[src/rtl/bmpl_pkg.sv]
// ============================================================================
// bmpl_pkg
// Shared types and constants of the bump-mapped light spot renderer.
// ============================================================================
`default_nettype none

package bmpl_pkg;

  // Default sizes and the fixed row limit
  localparam int MAX_WIDTH_DEF     = 1024;
  localparam int MAX_SPOT_SIZE_DEF = 256;
  localparam int MAX_HEIGHT        = 1024;

  // Configuration port
  localparam int CFG_IDX_W  = 3;
  localparam int CFG_DATA_W = 11;

  typedef enum logic [CFG_IDX_W-1:0] {
    CFG_FRAME_WIDTH  = 3'd0,
    CFG_FRAME_HEIGHT = 3'd1,
    CFG_LIGHT_X      = 3'd2,
    CFG_LIGHT_Y      = 3'd3,
    CFG_SPOT_SIZE    = 3'd4
  } cfg_reg_t;

  // Register widths and reset values
  localparam int FW_W = 11;
  localparam int FH_W = 11;
  localparam int LX_W = 10;
  localparam int LY_W = 10;
  localparam int SS_W = 9;

  localparam logic [FW_W-1:0] FRAME_WIDTH_RST  = 11'd320;
  localparam logic [FH_W-1:0] FRAME_HEIGHT_RST = 11'd240;
  localparam logic [LX_W-1:0] LIGHT_X_RST      = 10'd160;
  localparam logic [LY_W-1:0] LIGHT_Y_RST      = 10'd120;
  localparam logic [SS_W-1:0] SPOT_SIZE_RST    = 9'd256;

  // Row counter holds up to MAX_HEIGHT + 1
  localparam int RW = 11;

  // Item kinds (tuser bit 0)
  localparam logic OP_TABLE_WRITE = 1'b0;
  localparam logic OP_HEIGHT      = 1'b1;

  // One line store entry: both buffered rows at one bordered column
  typedef struct packed {
    logic [7:0] upper;
    logic [7:0] middle;
  } line_word_t;

  // One lit pixel
  typedef struct packed {
    logic       end_of_frame;
    logic [7:0] intensity;
    logic [9:0] pixel_y;
    logic [9:0] pixel_x;
  } result_t;

endpackage

`default_nettype wire

[src/rtl/bmpl_skid.sv]
// ============================================================================
// bmpl_skid
// Output register with one skid entry; upstream ready is a flop.
// ============================================================================
`default_nettype none

module bmpl_skid (
  input  wire               clk,
  input  wire               rst,
  input  wire               push,
  input  bmpl_pkg::result_t push_data,
  output logic              in_ready,
  output logic              out_valid,
  input  wire               out_ready,
  output bmpl_pkg::result_t out_data
);

  logic              skid_valid;
  bmpl_pkg::result_t skid_data;
  logic              slot_free;

  assign in_ready  = !skid_valid;
  assign slot_free = !out_valid || out_ready;

  // control
  always_ff @(posedge clk) begin
    if (rst) begin
      out_valid  <= 1'b0;
      skid_valid <= 1'b0;
    end else if (slot_free) begin
      out_valid  <= skid_valid || push;
      skid_valid <= 1'b0;
    end else if (push) begin
      skid_valid <= 1'b1;
    end
  end

  // payload
  always_ff @(posedge clk) begin
    if (slot_free) begin
      if (skid_valid) begin
        out_data <= skid_data;
      end else if (push) begin
        out_data <= push_data;
      end
    end else if (push) begin
      skid_data <= push_data;
    end
  end

endmodule

`default_nettype wire

[config.mk]
export PLATFORM = sky130hd
export DESIGN_NAME = bmpl_skid
export DESIGN_NICKNAME = d
export VERILOG_FILES = /design/src/rtl/bmpl_pkg.sv /design/src/rtl/bmpl_skid.sv
export SDC_FILE = /design/constraint.sdc
export NUM_CORES = 1
export LEC_CHECK = 0
export BUFFER_PORTS_ARGS = -buffer_cell sky130_fd_sc_hd__buf_2
export CORE_ASPECT_RATIO = 0.5
export CORE_MARGIN = 4
export CORE_UTILIZATION = 50
export DETAILED_ROUTE_END_ITERATION = 12
export GPL_ROUTABILITY_DRIVEN = 1
export PLACE_DENSITY = 0.78
export SLEW_MARGIN = 30
export SYNTH_ARGS = -nofsm -noshare
export SYNTH_HDL_FRONTEND = slang
export SYNTH_SLANG_ARGS = --single-unit
[constraint.sdc]
create_clock -name clk -period 3.46 [get_ports clk]
set_input_delay 0.346 -clock clk [delete_from_list [all_inputs] [get_ports clk]]
set_output_delay 0.346 -clock clk [all_outputs]
set_load 0.02 [all_outputs]
==> metrics.md, run 1 <==
| Metric | Value |
|---|---|
| Detail Route Antenna Nets | `0` |
| Area grow syn2layout | `26.3%` |
| P_leak | `1.04 nW` |
| Synth cell types | `10` |
| Final core utilization | `0.681` |
| F_max | `roughly 630 MHz` |
| Warnings from Yosys | `0` |
| Port bufs | `63` |
| TritonCTS Buffers | `9` |
| Share of post-route cells with drive strength above 1 | `0.609` |
| Vias per std cell | `4.96` |
| Post-synthesis sequential area ratio | `0.817` |
| Total Nets Final | `207` |
| Slew headroom | `0.728` |
| Finish-stage setup viols | `0` |
| Mapped Cells | `100` |
| # DRC | `0` |
| Skew-Pair Late Insertion Delay | `0.32 ns` |
| Cts repair resizes | `0` |
| Initial DRC Count | `32` |
| Postcts setup bufs | `0` |
| Hold/Removal Path Class | `in -> reg` |
| Placed inst area | `0.00256 sq mm` |
| # IOs | `64` |
| Die ar. | `0.00555 sq mm` |
| H-Tree Depth | `3` |
| Core ar. | `0.00404 sq mm` |
| Commonest non-fill, non-tap cells in the layout | `buf_2, edfxtp_1, mux2_2` |
| Commonest non-fill, non-tap cell in the layout | `buf_2` |
| Grt ovf | `0` |
| Setup CP Type | `reg -> out` |
| First-pass GRT wire length | `5810 um` |
| Max cap viols | `0` |
| Post-Route WL | `3760 um` |
| Vias in the first global route | `between 1000 and 1500` |
| Design area | `0.00275 sq mm` |
| Fin crit share | `0.457` |
| GP Congestion | `0.677` |
| Wirelength per Cell | `16.1 um` |
| Worst slew pin tran | `0.408 ns` |
| Largest net degree at the start of global routing | `31` |
| GRT Util Overall | `0.152` |
| Worst Setup End Kind | `output port` |
| Hold violation count in the final report | `0` |
| Clk slew on worst S/H paths | `0.06 ns` |
| Starting Density | `0.539` |
| Cell Area, Synth | `0.00218 sq mm` |
| Initial antenna violation count | `0` |
| Run status | `finished, final reports clean` |
| Avg Inst Size Synth | `21.8 sq um` |
| Worst-path maximum fanout | `30` |
| Die span in y | `54.7 um` |
| Fillcell total | `278` |
| Startpoint Class | `flop` |
| Clock Path Buffers | `2` |
| # clock sinks | `60` |
| VDD IR-drop max | `0.000376 V` |
| Synth Net Count | `approximately 130` |
| Hold_buf cts | `0` |
| Antenna diodes | `0` |
| CTS tree | `built` |
| DP HPWL | `2500 um` |
| Critical path required time | `3.11 ns` |
| Pre-antenna DRT Iters | `4` |
| RSZ-0062 raised after global routing | `no` |
| Vias | `around 1200` |
| PD cells | `559 mW/mm^2` |
| Slew Limit Fails | `0` |
| CP arrival | `1.24 ns` |
| Setup TNS | `0 ns` |
| Row Count | `16` |
| Tmin final | `roughly 1.6 ns` |
| #FFs+latches synth | `60` |
| Clock skew | `0.00569 ns` |
| Die X-Extent | `101 um` |
| Clock root buffer | `clkbuf_8` |
-- routing by layer --
metal	GRT usage	up-vias	routed length [um]
met1	0.174	572	1590
li1	-	545	-
met5	0	-	0
met2	0.244	36	1870
met4	0.0728	0	30
met3	0.0763	2	258
-- power breakdown --
part           internal (mW)  total, mW  switching [mW]
logic                 0.0496      0.122          0.0721
registers              0.836      0.845         0.00846
clock network          0.325      0.574           0.249
-- worst max-delay path: stages (launching register included) --
cell and delay, ns:
dfxtp_1 0.33, buf_4 0.36, inv_1 0.06, buf_2 0.16
-- kinds of logic (layout without fill, tap and decap cells) --
| group | Yosys count | after routing | synth area share |
|---|---|---|---|
| flip-flops | 60 | 60 | 0.817 |
| multiplexers | 29 | 29 | 0.150 |
| buffers and inverters | 5 | 84 | 0.0189 |
| AND/OR/NAND/NOR | 4 | 4 | 0.00975 |
| AO/OA/AOI/OAI | 2 | 2 | 0.00459 |
-- cell type report --
| type | count | area [sq um] | area share |
|---|---|---|---|
| flip-flops and latches | 60 | 1780 | 0.647 |
| multi-input cells | 35 | 369 | 0.134 |
| repair buffers | 66 | 345 | 0.125 |
| clock buffers | 10 | 128 | 0.0463 |
| well taps | 54 | 67.6 | 0.0245 |
| clock inverters | 6 | 55.1 | 0.0200 |
| inverters | 2 | 7.51 | 0.00273 |
-- sequential cells by signal, indices dropped and copies added (netlist names) --
name,count
out_valid,1
skid_data,29
skid_valid,1
out_data,29
-- path summary, 6_finish.rpt --
kind,depth (start not counted),end,startpoint,slack (ns)
setup / recovery,3,in_ready,skid_valid$_SDFFE_PP0P_,1.88
hold / removal,2,out_valid$_SDFFE_PP0P_,rst,0.20
setup reg to reg,2,out_data[12]$_DFFE_PP_,skid_valid$_SDFFE_PP0P_,2.13
hold reg to reg,1,out_data[14]$_DFFE_PP_,skid_data[14]$_DFFE_PP_,0.55
-- per-stage QoR --
step	hold WS, ns	instances	setup WS, ns	power, mW
2_1_floorplan	0.415	100	0.969	0.927
3_3_place_gp	0.517	216	1.81	0.977
3_5_place_dp	0.529	216	1.78	0.982
4_1_cts	0.177	232	1.85	1.56
5_1_grt	0.182	233	1.79	1.61
6_report	0.198	233	1.88	1.54
-- Yosys cell counts --
cell      instances  area share
nand2b_1          1      0.0029
dfxtp_1           2       0.018
buf_6             3       0.015
nor3_1            1      0.0023
nor2_1            1      0.0017
a21oi_1           2      0.0046
edfxtp_1         58        0.80
inv_1             2      0.0034
and3_1            1      0.0029
mux2_2           29        0.15
Power figures use the tool's default switching activity.
==> run 2, diff against run 1 <==
--- a/config.mk
+++ b/config.mk
@@ -8,10 +8,10 @@
 export BUFFER_PORTS_ARGS = -buffer_cell sky130_fd_sc_hd__buf_2
 export CORE_ASPECT_RATIO = 0.5
 export CORE_MARGIN = 4
-export CORE_UTILIZATION = 50
+export CORE_UTILIZATION = 45
 export DETAILED_ROUTE_END_ITERATION = 12
 export GPL_ROUTABILITY_DRIVEN = 1
-export PLACE_DENSITY = 0.78
+export PLACE_DENSITY = 0.74
 export SLEW_MARGIN = 30
 export SYNTH_ARGS = -nofsm -noshare
 export SYNTH_HDL_FRONTEND = slang
==> constraint.sdc (replaced) <==
create_clock -name clk -period 1.3 [get_ports clk]
set_input_delay 0.13 -clock clk [delete_from_list [all_inputs] [get_ports clk]]
set_output_delay 0.13 -clock clk [all_outputs]
set_load 0.02 [all_outputs]
==> run 2 against run 1 <==
Combinational power rose to 3.5 times the previous value; sequential share of layout area fell by 7.9 points; power rose to 2.6 times the previous value; clock power rose by 130%; non-clock buffer count rose by 32; critical endpoint unchanged; largest power group unchanged; highest routed layer unchanged.
==> metrics.md, run 2 (synthesis results as in run 1) <==
| Metric | Value |
|---|---|
| Post-Route WL | `4130 um` |
| TritonCTS Buffers | `9` |
| Share of post-route cells with drive strength above 1 | `0.545` |
| Detail Route Antenna Nets | `0` |
| Die ar. | `0.00609 sq mm` |
| Pre-antenna DRT Iters | `4` |
| Die span in y | `57.2 um` |
| Core ar. | `0.00453 sq mm` |
| Area grow syn2layout | `43.9%` |
| Wirelength per Cell | `14.9 um` |
| DP HPWL | `2680 um` |
| Largest registers | `out_data x29, skid_data x29` |
| Starting Density | `0.481` |
| F_max | `805 MHz` |
| Finish-stage setup viols | `0` |
| Startpoint Class | `flop` |
| # DRC | `0` |
| Die X-Extent | `106 um` |
| Worst slew pin tran | `0.204 ns` |
| Setup CP Type | `reg -> out` |
| Fin crit share | `0.956` |
| Grt ovf | `0` |
| GRT Util Overall | `0.148` |
| Worst r2r path cells | `2` |
| CTS tree | `built` |
| Clock skew | `0.00413 ns` |
| Max cap viols | `0` |
| Tmin final | `around 1.2 ns` |
| Placed inst area | `0.00269 sq mm` |
| GP Congestion | `0.704` |
| Vias | `1276` |
| Crit path to | `in_ready` |
| Largest delay share family, worst path | `flip-flops` |
| Initial antenna violation count | `0` |
| Hold violation count in the final report | `0` |
| Fin Hold WS | `0.0132 ns` |
| Largest net degree at the start of global routing | `17` |
| Clock root buffer | `clkbuf_8` |
| CP arrival | `1.11 ns` |
| Buf+Inv Stages, Crit Path | `3` |
| # IOs | `64` |
| Cts repair resizes | `0` |
| Design area | `0.00314 sq mm` |
| Run status | `finished, final reports clean` |
| # clock sinks | `60` |
| Worst Setup End Kind | `output port` |
| Antenna diodes | `0` |
| P_leak | `1.19 nW` |
| Slew headroom | `0.864` |
| Skew-Pair Late Insertion Delay | `0.32 ns` |
| Worst setup path start | `skid_valid$_SDFFE_PP0P_` |
| Clock Path Buffers | `2` |
| Port bufs | `63` |
| Pwr Total | `4.00 mW` |
| H-Tree Depth | `3` |
| Row Count | `17` |
| Critical path required time | `1.17 ns` |
| Clk slew on worst S/H paths | `0.06 ns` |
| RSZ-0062 raised after global routing | `no` |
| Setup TNS | `0 ns` |
| CP max-delay cell | `dfxtp_2` |
| Vias per std cell | `about 4.6` |
| CP peak stage delay | `0.42 ns` |
| Crit path depth | `3` |
| Hold/Removal Path Class | `in -> reg` |
| CP Cell Sequence | `buf_12 > inv_1 > buf_2` |
| R2r startpoint | `skid_valid$_SDFFE_PP0P_` |
| R2R Setup Slk | `0.11 ns` |
| Worst-path maximum fanout | `16` |
| PD cells | `1280 mW/mm^2` |
| Postcts setup bufs | `0` |
| Worst R2R End | `out_data[0]$_DFFE_PP_` |
| Total Nets Final | `239` |
| Vias in the first global route | `roughly 1300` |
| Commonest non-fill, non-tap cells in the layout | `buf_2, edfxtp_1, mux2_2, dlygate4sd3_1, clkbuf_8` |
| Commonest non-fill, non-tap cell in the layout | `buf_2` |
| VDD IR-drop max | `between 0.0006 and 0.0007 V` |
| Initial DRC Count | `between 60 and 70` |
| Slew Limit Fails | `0` |
| Hold_buf cts | `24` |
| First-pass GRT wire length | `6680 um` |
==> run 2: metrics by stage <==
step / setup WS [ns] / cells / util
after floorplan: -0.153 / 100 / -
after global placement: 0.147 / 232 / 0.594
after detailed placement: 0.116 / 232 / 0.594
after CTS: 0.0514 / 272 / 0.682
after global routing: 0.00347 / 277 / 0.693
final: 0.0574 / 277 / 0.693
==> run 2: cell type report <==
type	instances	area [sq um]
clock buffer	9	124
clock inverter	7	33.8
fill	306	1390
inverter	2	7.51
multi-input combinational	35	382
sequential	60	1780
tap	66	82.6
timing repair buffer	98	726
==> run 2: worst min-delay path by stage <==
stage                      start  slack [ns]                endpoint  depth (start not counted)
finish              push_data[0]        0.01  skid_data[0]$_DFFE_PP_                          1
detailed placement           rst        0.30  out_valid$_SDFFE_PP0P_                          2
global route        push_data[0]       0.001  skid_data[0]$_DFFE_PP_                          1
global placement             rst        0.30  out_valid$_SDFFE_PP0P_                          2
CTS                 push_data[4]       0.002  skid_data[4]$_DFFE_PP_                          1
floorplan                    rst        0.20  out_valid$_SDFFE_PP0P_                          1
==> run 2: layer usage <==
layer	part of all wire	GRT usage	wire, um	up-vias
li1	-	-	-	609
met1	0.41	0.173	1680	627
met2	0.53	0.257	2200	35
met3	0.050	0.0554	205	5
met4	0.0087	0.0492	36	0
met5	0	0	0	-
==> run 2: where the power goes <==
group          total, mW  internal (mW)  leakage, nW  switching [mW]
Sequential          2.25           2.22        0.562          0.0227
Combinational      0.422          0.213        0.543           0.210
Clock               1.33          0.660       0.0813           0.673
==> run 3, diff against run 2 <==
--- a/config.mk
+++ b/config.mk
@@ -5,13 +5,16 @@
 export SDC_FILE = /design/constraint.sdc
 export NUM_CORES = 1
 export LEC_CHECK = 0
+export ABC_AREA = 1
 export BUFFER_PORTS_ARGS = -buffer_cell sky130_fd_sc_hd__buf_2
 export CORE_ASPECT_RATIO = 0.5
 export CORE_MARGIN = 4
 export CORE_UTILIZATION = 45
 export DETAILED_ROUTE_END_ITERATION = 12
 export GPL_ROUTABILITY_DRIVEN = 1
+export HOLD_SLACK_MARGIN = 0.02
 export PLACE_DENSITY = 0.74
+export RECOVER_POWER = 25
 export SLEW_MARGIN = 30
 export SYNTH_ARGS = -nofsm -noshare
 export SYNTH_HDL_FRONTEND = slang
==> run 3 against run 2 <==
Worst hold slack better by 0.020 ns; fmax up 0.86%; clock skew up 0.0058 ns; die area about the same; power up 17%; wire length up 25%; sequential share of layout area down 0.11 points; design area up 0.40%; combinational power up 1%; largest cell class unchanged.
==> metrics.md, run 3 <==
| Metric | Value |
|---|---|
| Die span in y | `approximately 57 um` |
| Clock skew | `slightly below 0.01 ns` |
| Worst-path maximum fanout | `13` |
| Register area | `~0.0018 sq mm` |
| P_leak | `roughly 1.3 nW` |
| Tmin final | `1.23 ns` |
| Most numerous cell in the Yosys netlist | `nand2_1` |
| Worst setup margin | `0.0680 ns` |
| Cell Area, Synth | `0.00218 sq mm` |
| Slew Limit Fails | `0` |
| Design area | `0.00315 sq mm` |
| Port bufs | `63` |
| Hold violation count in the final report | `0` |
| Commonest non-fill, non-tap cells in the layout | `nand2_1, edfxtp_1, buf_2` |
| Largest net degree at the start of global routing | `30` |
| Synth top area share | `0.798` |
| Clock Path Buffers | `2` |
| TritonCTS Buffers | `9` |
| Area grow syn2layout | `44.4%` |
| Die X-Extent | `roughly 110 um` |
| Dpl cells | `291` |
| Largest registers | `out_data x29, skid_data x29` |
| #FFs+latches synth | `60` |
| Post-synthesis sequential area ratio | `0.817` |
| Clock root buffer | `clkbuf_8` |
| Fillcell total | `around 320` |
| Warnings from Yosys | `0` |
| Placed inst area | `approximately 0.0026 sq mm` |
| Most used DFF post-synth | `edfxtp_1` |
| PD cells | `1480 mW/mm^2` |
| R2R Setup Slk | `0.14 ns` |
| Worst Setup End Kind | `output port` |
| Die ar. | `0.00609 sq mm` |
| First-pass GRT wire length | `7610 um` |
| Vias | `~1600` |
| Clk slew on worst S/H paths | `0.06 ns` |
| Detail Route Antenna Nets | `0` |
| Vias in the first global route | `1607` |
| Busiest grt layer | `met2` |
| GP Congestion | `~0.68` |
| Hold/Removal Path Class | `in -> reg` |
| Postcts setup bufs | `0` |
| EDFF count, synth | `58` |
| Critical path required time | `~1.2 ns` |
| # clock sinks | `60` |
| Synth cell types | `11` |
| Met2 Track Usage GR | `0.309` |
| Worst slew pin tran | `approximately 0.42 ns` |
| Pre-antenna DRT Iters | `4` |
| Fin crit share | `0.948` |
| VDD IR-drop max | `0.000638 V` |
| Mapped Cells | `163` |
| Starting Density | `0.482` |
| Core ar. | `0.00453 sq mm` |
| DP HPWL | `2830 um` |
| Met1 GRT Util | `0.170` |
| Antenna diodes | `0` |
| CP arrival | `1.10 ns` |
| Biggest area consumer among synthesized cells | `edfxtp_1` |
| Run status | `finished, final reports clean` |
| Post-Route WL | `between 5000 and 6000 um` |
| Total Nets Final | `299` |
| Skew-Pair Late Insertion Delay | `0.34 ns` |
| Initial DRC Count | `88` |
| Finish-stage setup viols | `0` |
| GR Util met3 | `0.0825` |
| Avg Inst Size Synth | `13.4 sq um` |
| H-Tree Depth | `3` |
| GRT Util Overall | `0.171` |
| Synth top area cells | `edfxtp_1, nand2_1, dfxtp_1` |
| Row Count | `17` |
| # DRC | `0` |
| Setup CP Type | `reg -> out` |
| RSZ-0062 raised after global routing | `no` |
| F_max | `812 MHz` |
| Post-synthesis async set-or-reset flop share | `0` |
| # IOs | `64` |
| Slew headroom | `0.723` |
| Non-Filler Instances | `roughly 340` |
| Vias per std cell | `roughly 4.7` |
| Synth Net Count | `196` |
| Top cells by instance count after synthesis | `nand2_1, edfxtp_1, buf_2` |
| Commonest non-fill, non-tap cell in the layout | `nand2_1` |
| Share of post-route cells with drive strength above 1 | `0.229` |
| Grt ovf | `0` |
| CTS tree | `built` |
| DP Worst Slack | `~0.11 ns` |
| Startpoint Class | `flop` |
| Initial antenna violation count | `0` |
| Area of the multi-input gates | `between 300 and 400 sq um` |
| Wirelength per Cell | `15.3 um` |
| Max cap viols | `0` |
[run 3: worst max-delay path, cell delays in order (launching register included)]
cell and delay (ns):
dfxtp_2 0.37, inv_4 0.08, buf_12 0.15, buf_4 0.16
[run 3: what timing repair did]
action,CTS,global route
endpoints found under the hold margin,29,0
hold buffers,29,0
cloned,0,1
endpoints found under the setup margin,1,1
resized for setup,1,1
pin swaps,0,0
[run 3: through the flow]
stage | hold slack (ns) | power (mW) | utilization | setup TNS, ns
final | 0.0329 | 4.66 | 0.695 | 0
after detailed placement | 0.326 | 2.66 | 0.582 | 0
after CTS | 0.0270 | 4.65 | 0.697 | 0
after floorplan | 0.229 | 2.49 | - | -0.289
after global routing | 0.0289 | 4.83 | 0.695 | 0
after global placement | 0.324 | 2.65 | 0.582 | 0
[run 3: metal layers]
metal / part of all wire / up-vias
li1: - / 757
met1: 0.38 / 751
met2: 0.52 / 66
met3: 0.073 / 8
met4: 0.022 / 0
met5: 0 / -
[run 3: kinds of logic after synthesis]
| group | after synthesis | synth area share |
|---|---|---|
| AND/OR/NAND/NOR | 92 | 0.160 |
| flip-flops | 60 | 0.817 |
| buffers and inverters | 9 | 0.0189 |
| AO/OA/AOI/OAI | 2 | 0.00458 |
[run 3: cell type report]
cell class	instances	area share
Clock buffer	10	0.0405
Tap cell	66	0.0262
Clock inverter	6	0.0326
Inverter	3	0.00437
Multi-Input combinational cell	94	0.119
Timing Repair Buffer	98	0.210
Sequential cell	60	0.567
[run 3: final timing paths]
path                                start                 endpoint  depth (start not counted)
setup / recovery  skid_valid$_SDFFE_PP0P_                 in_ready                          3
hold / removal                       push   out_valid$_SDFFE_PP0P_                          3
setup reg to reg   out_valid$_SDFFE_PP0P_  skid_data[17]$_DFFE_PP_                          1
hold reg to reg   skid_data[20]$_DFFE_PP_   out_data[20]$_DFFE_PP_                          2
[run 3: power by group]
part	internal [mW]	switching [mW]	total, mW
registers	2.24	0.0260	2.26
clock network	1.26	0.717	1.97
logic	0.174	0.254	0.428
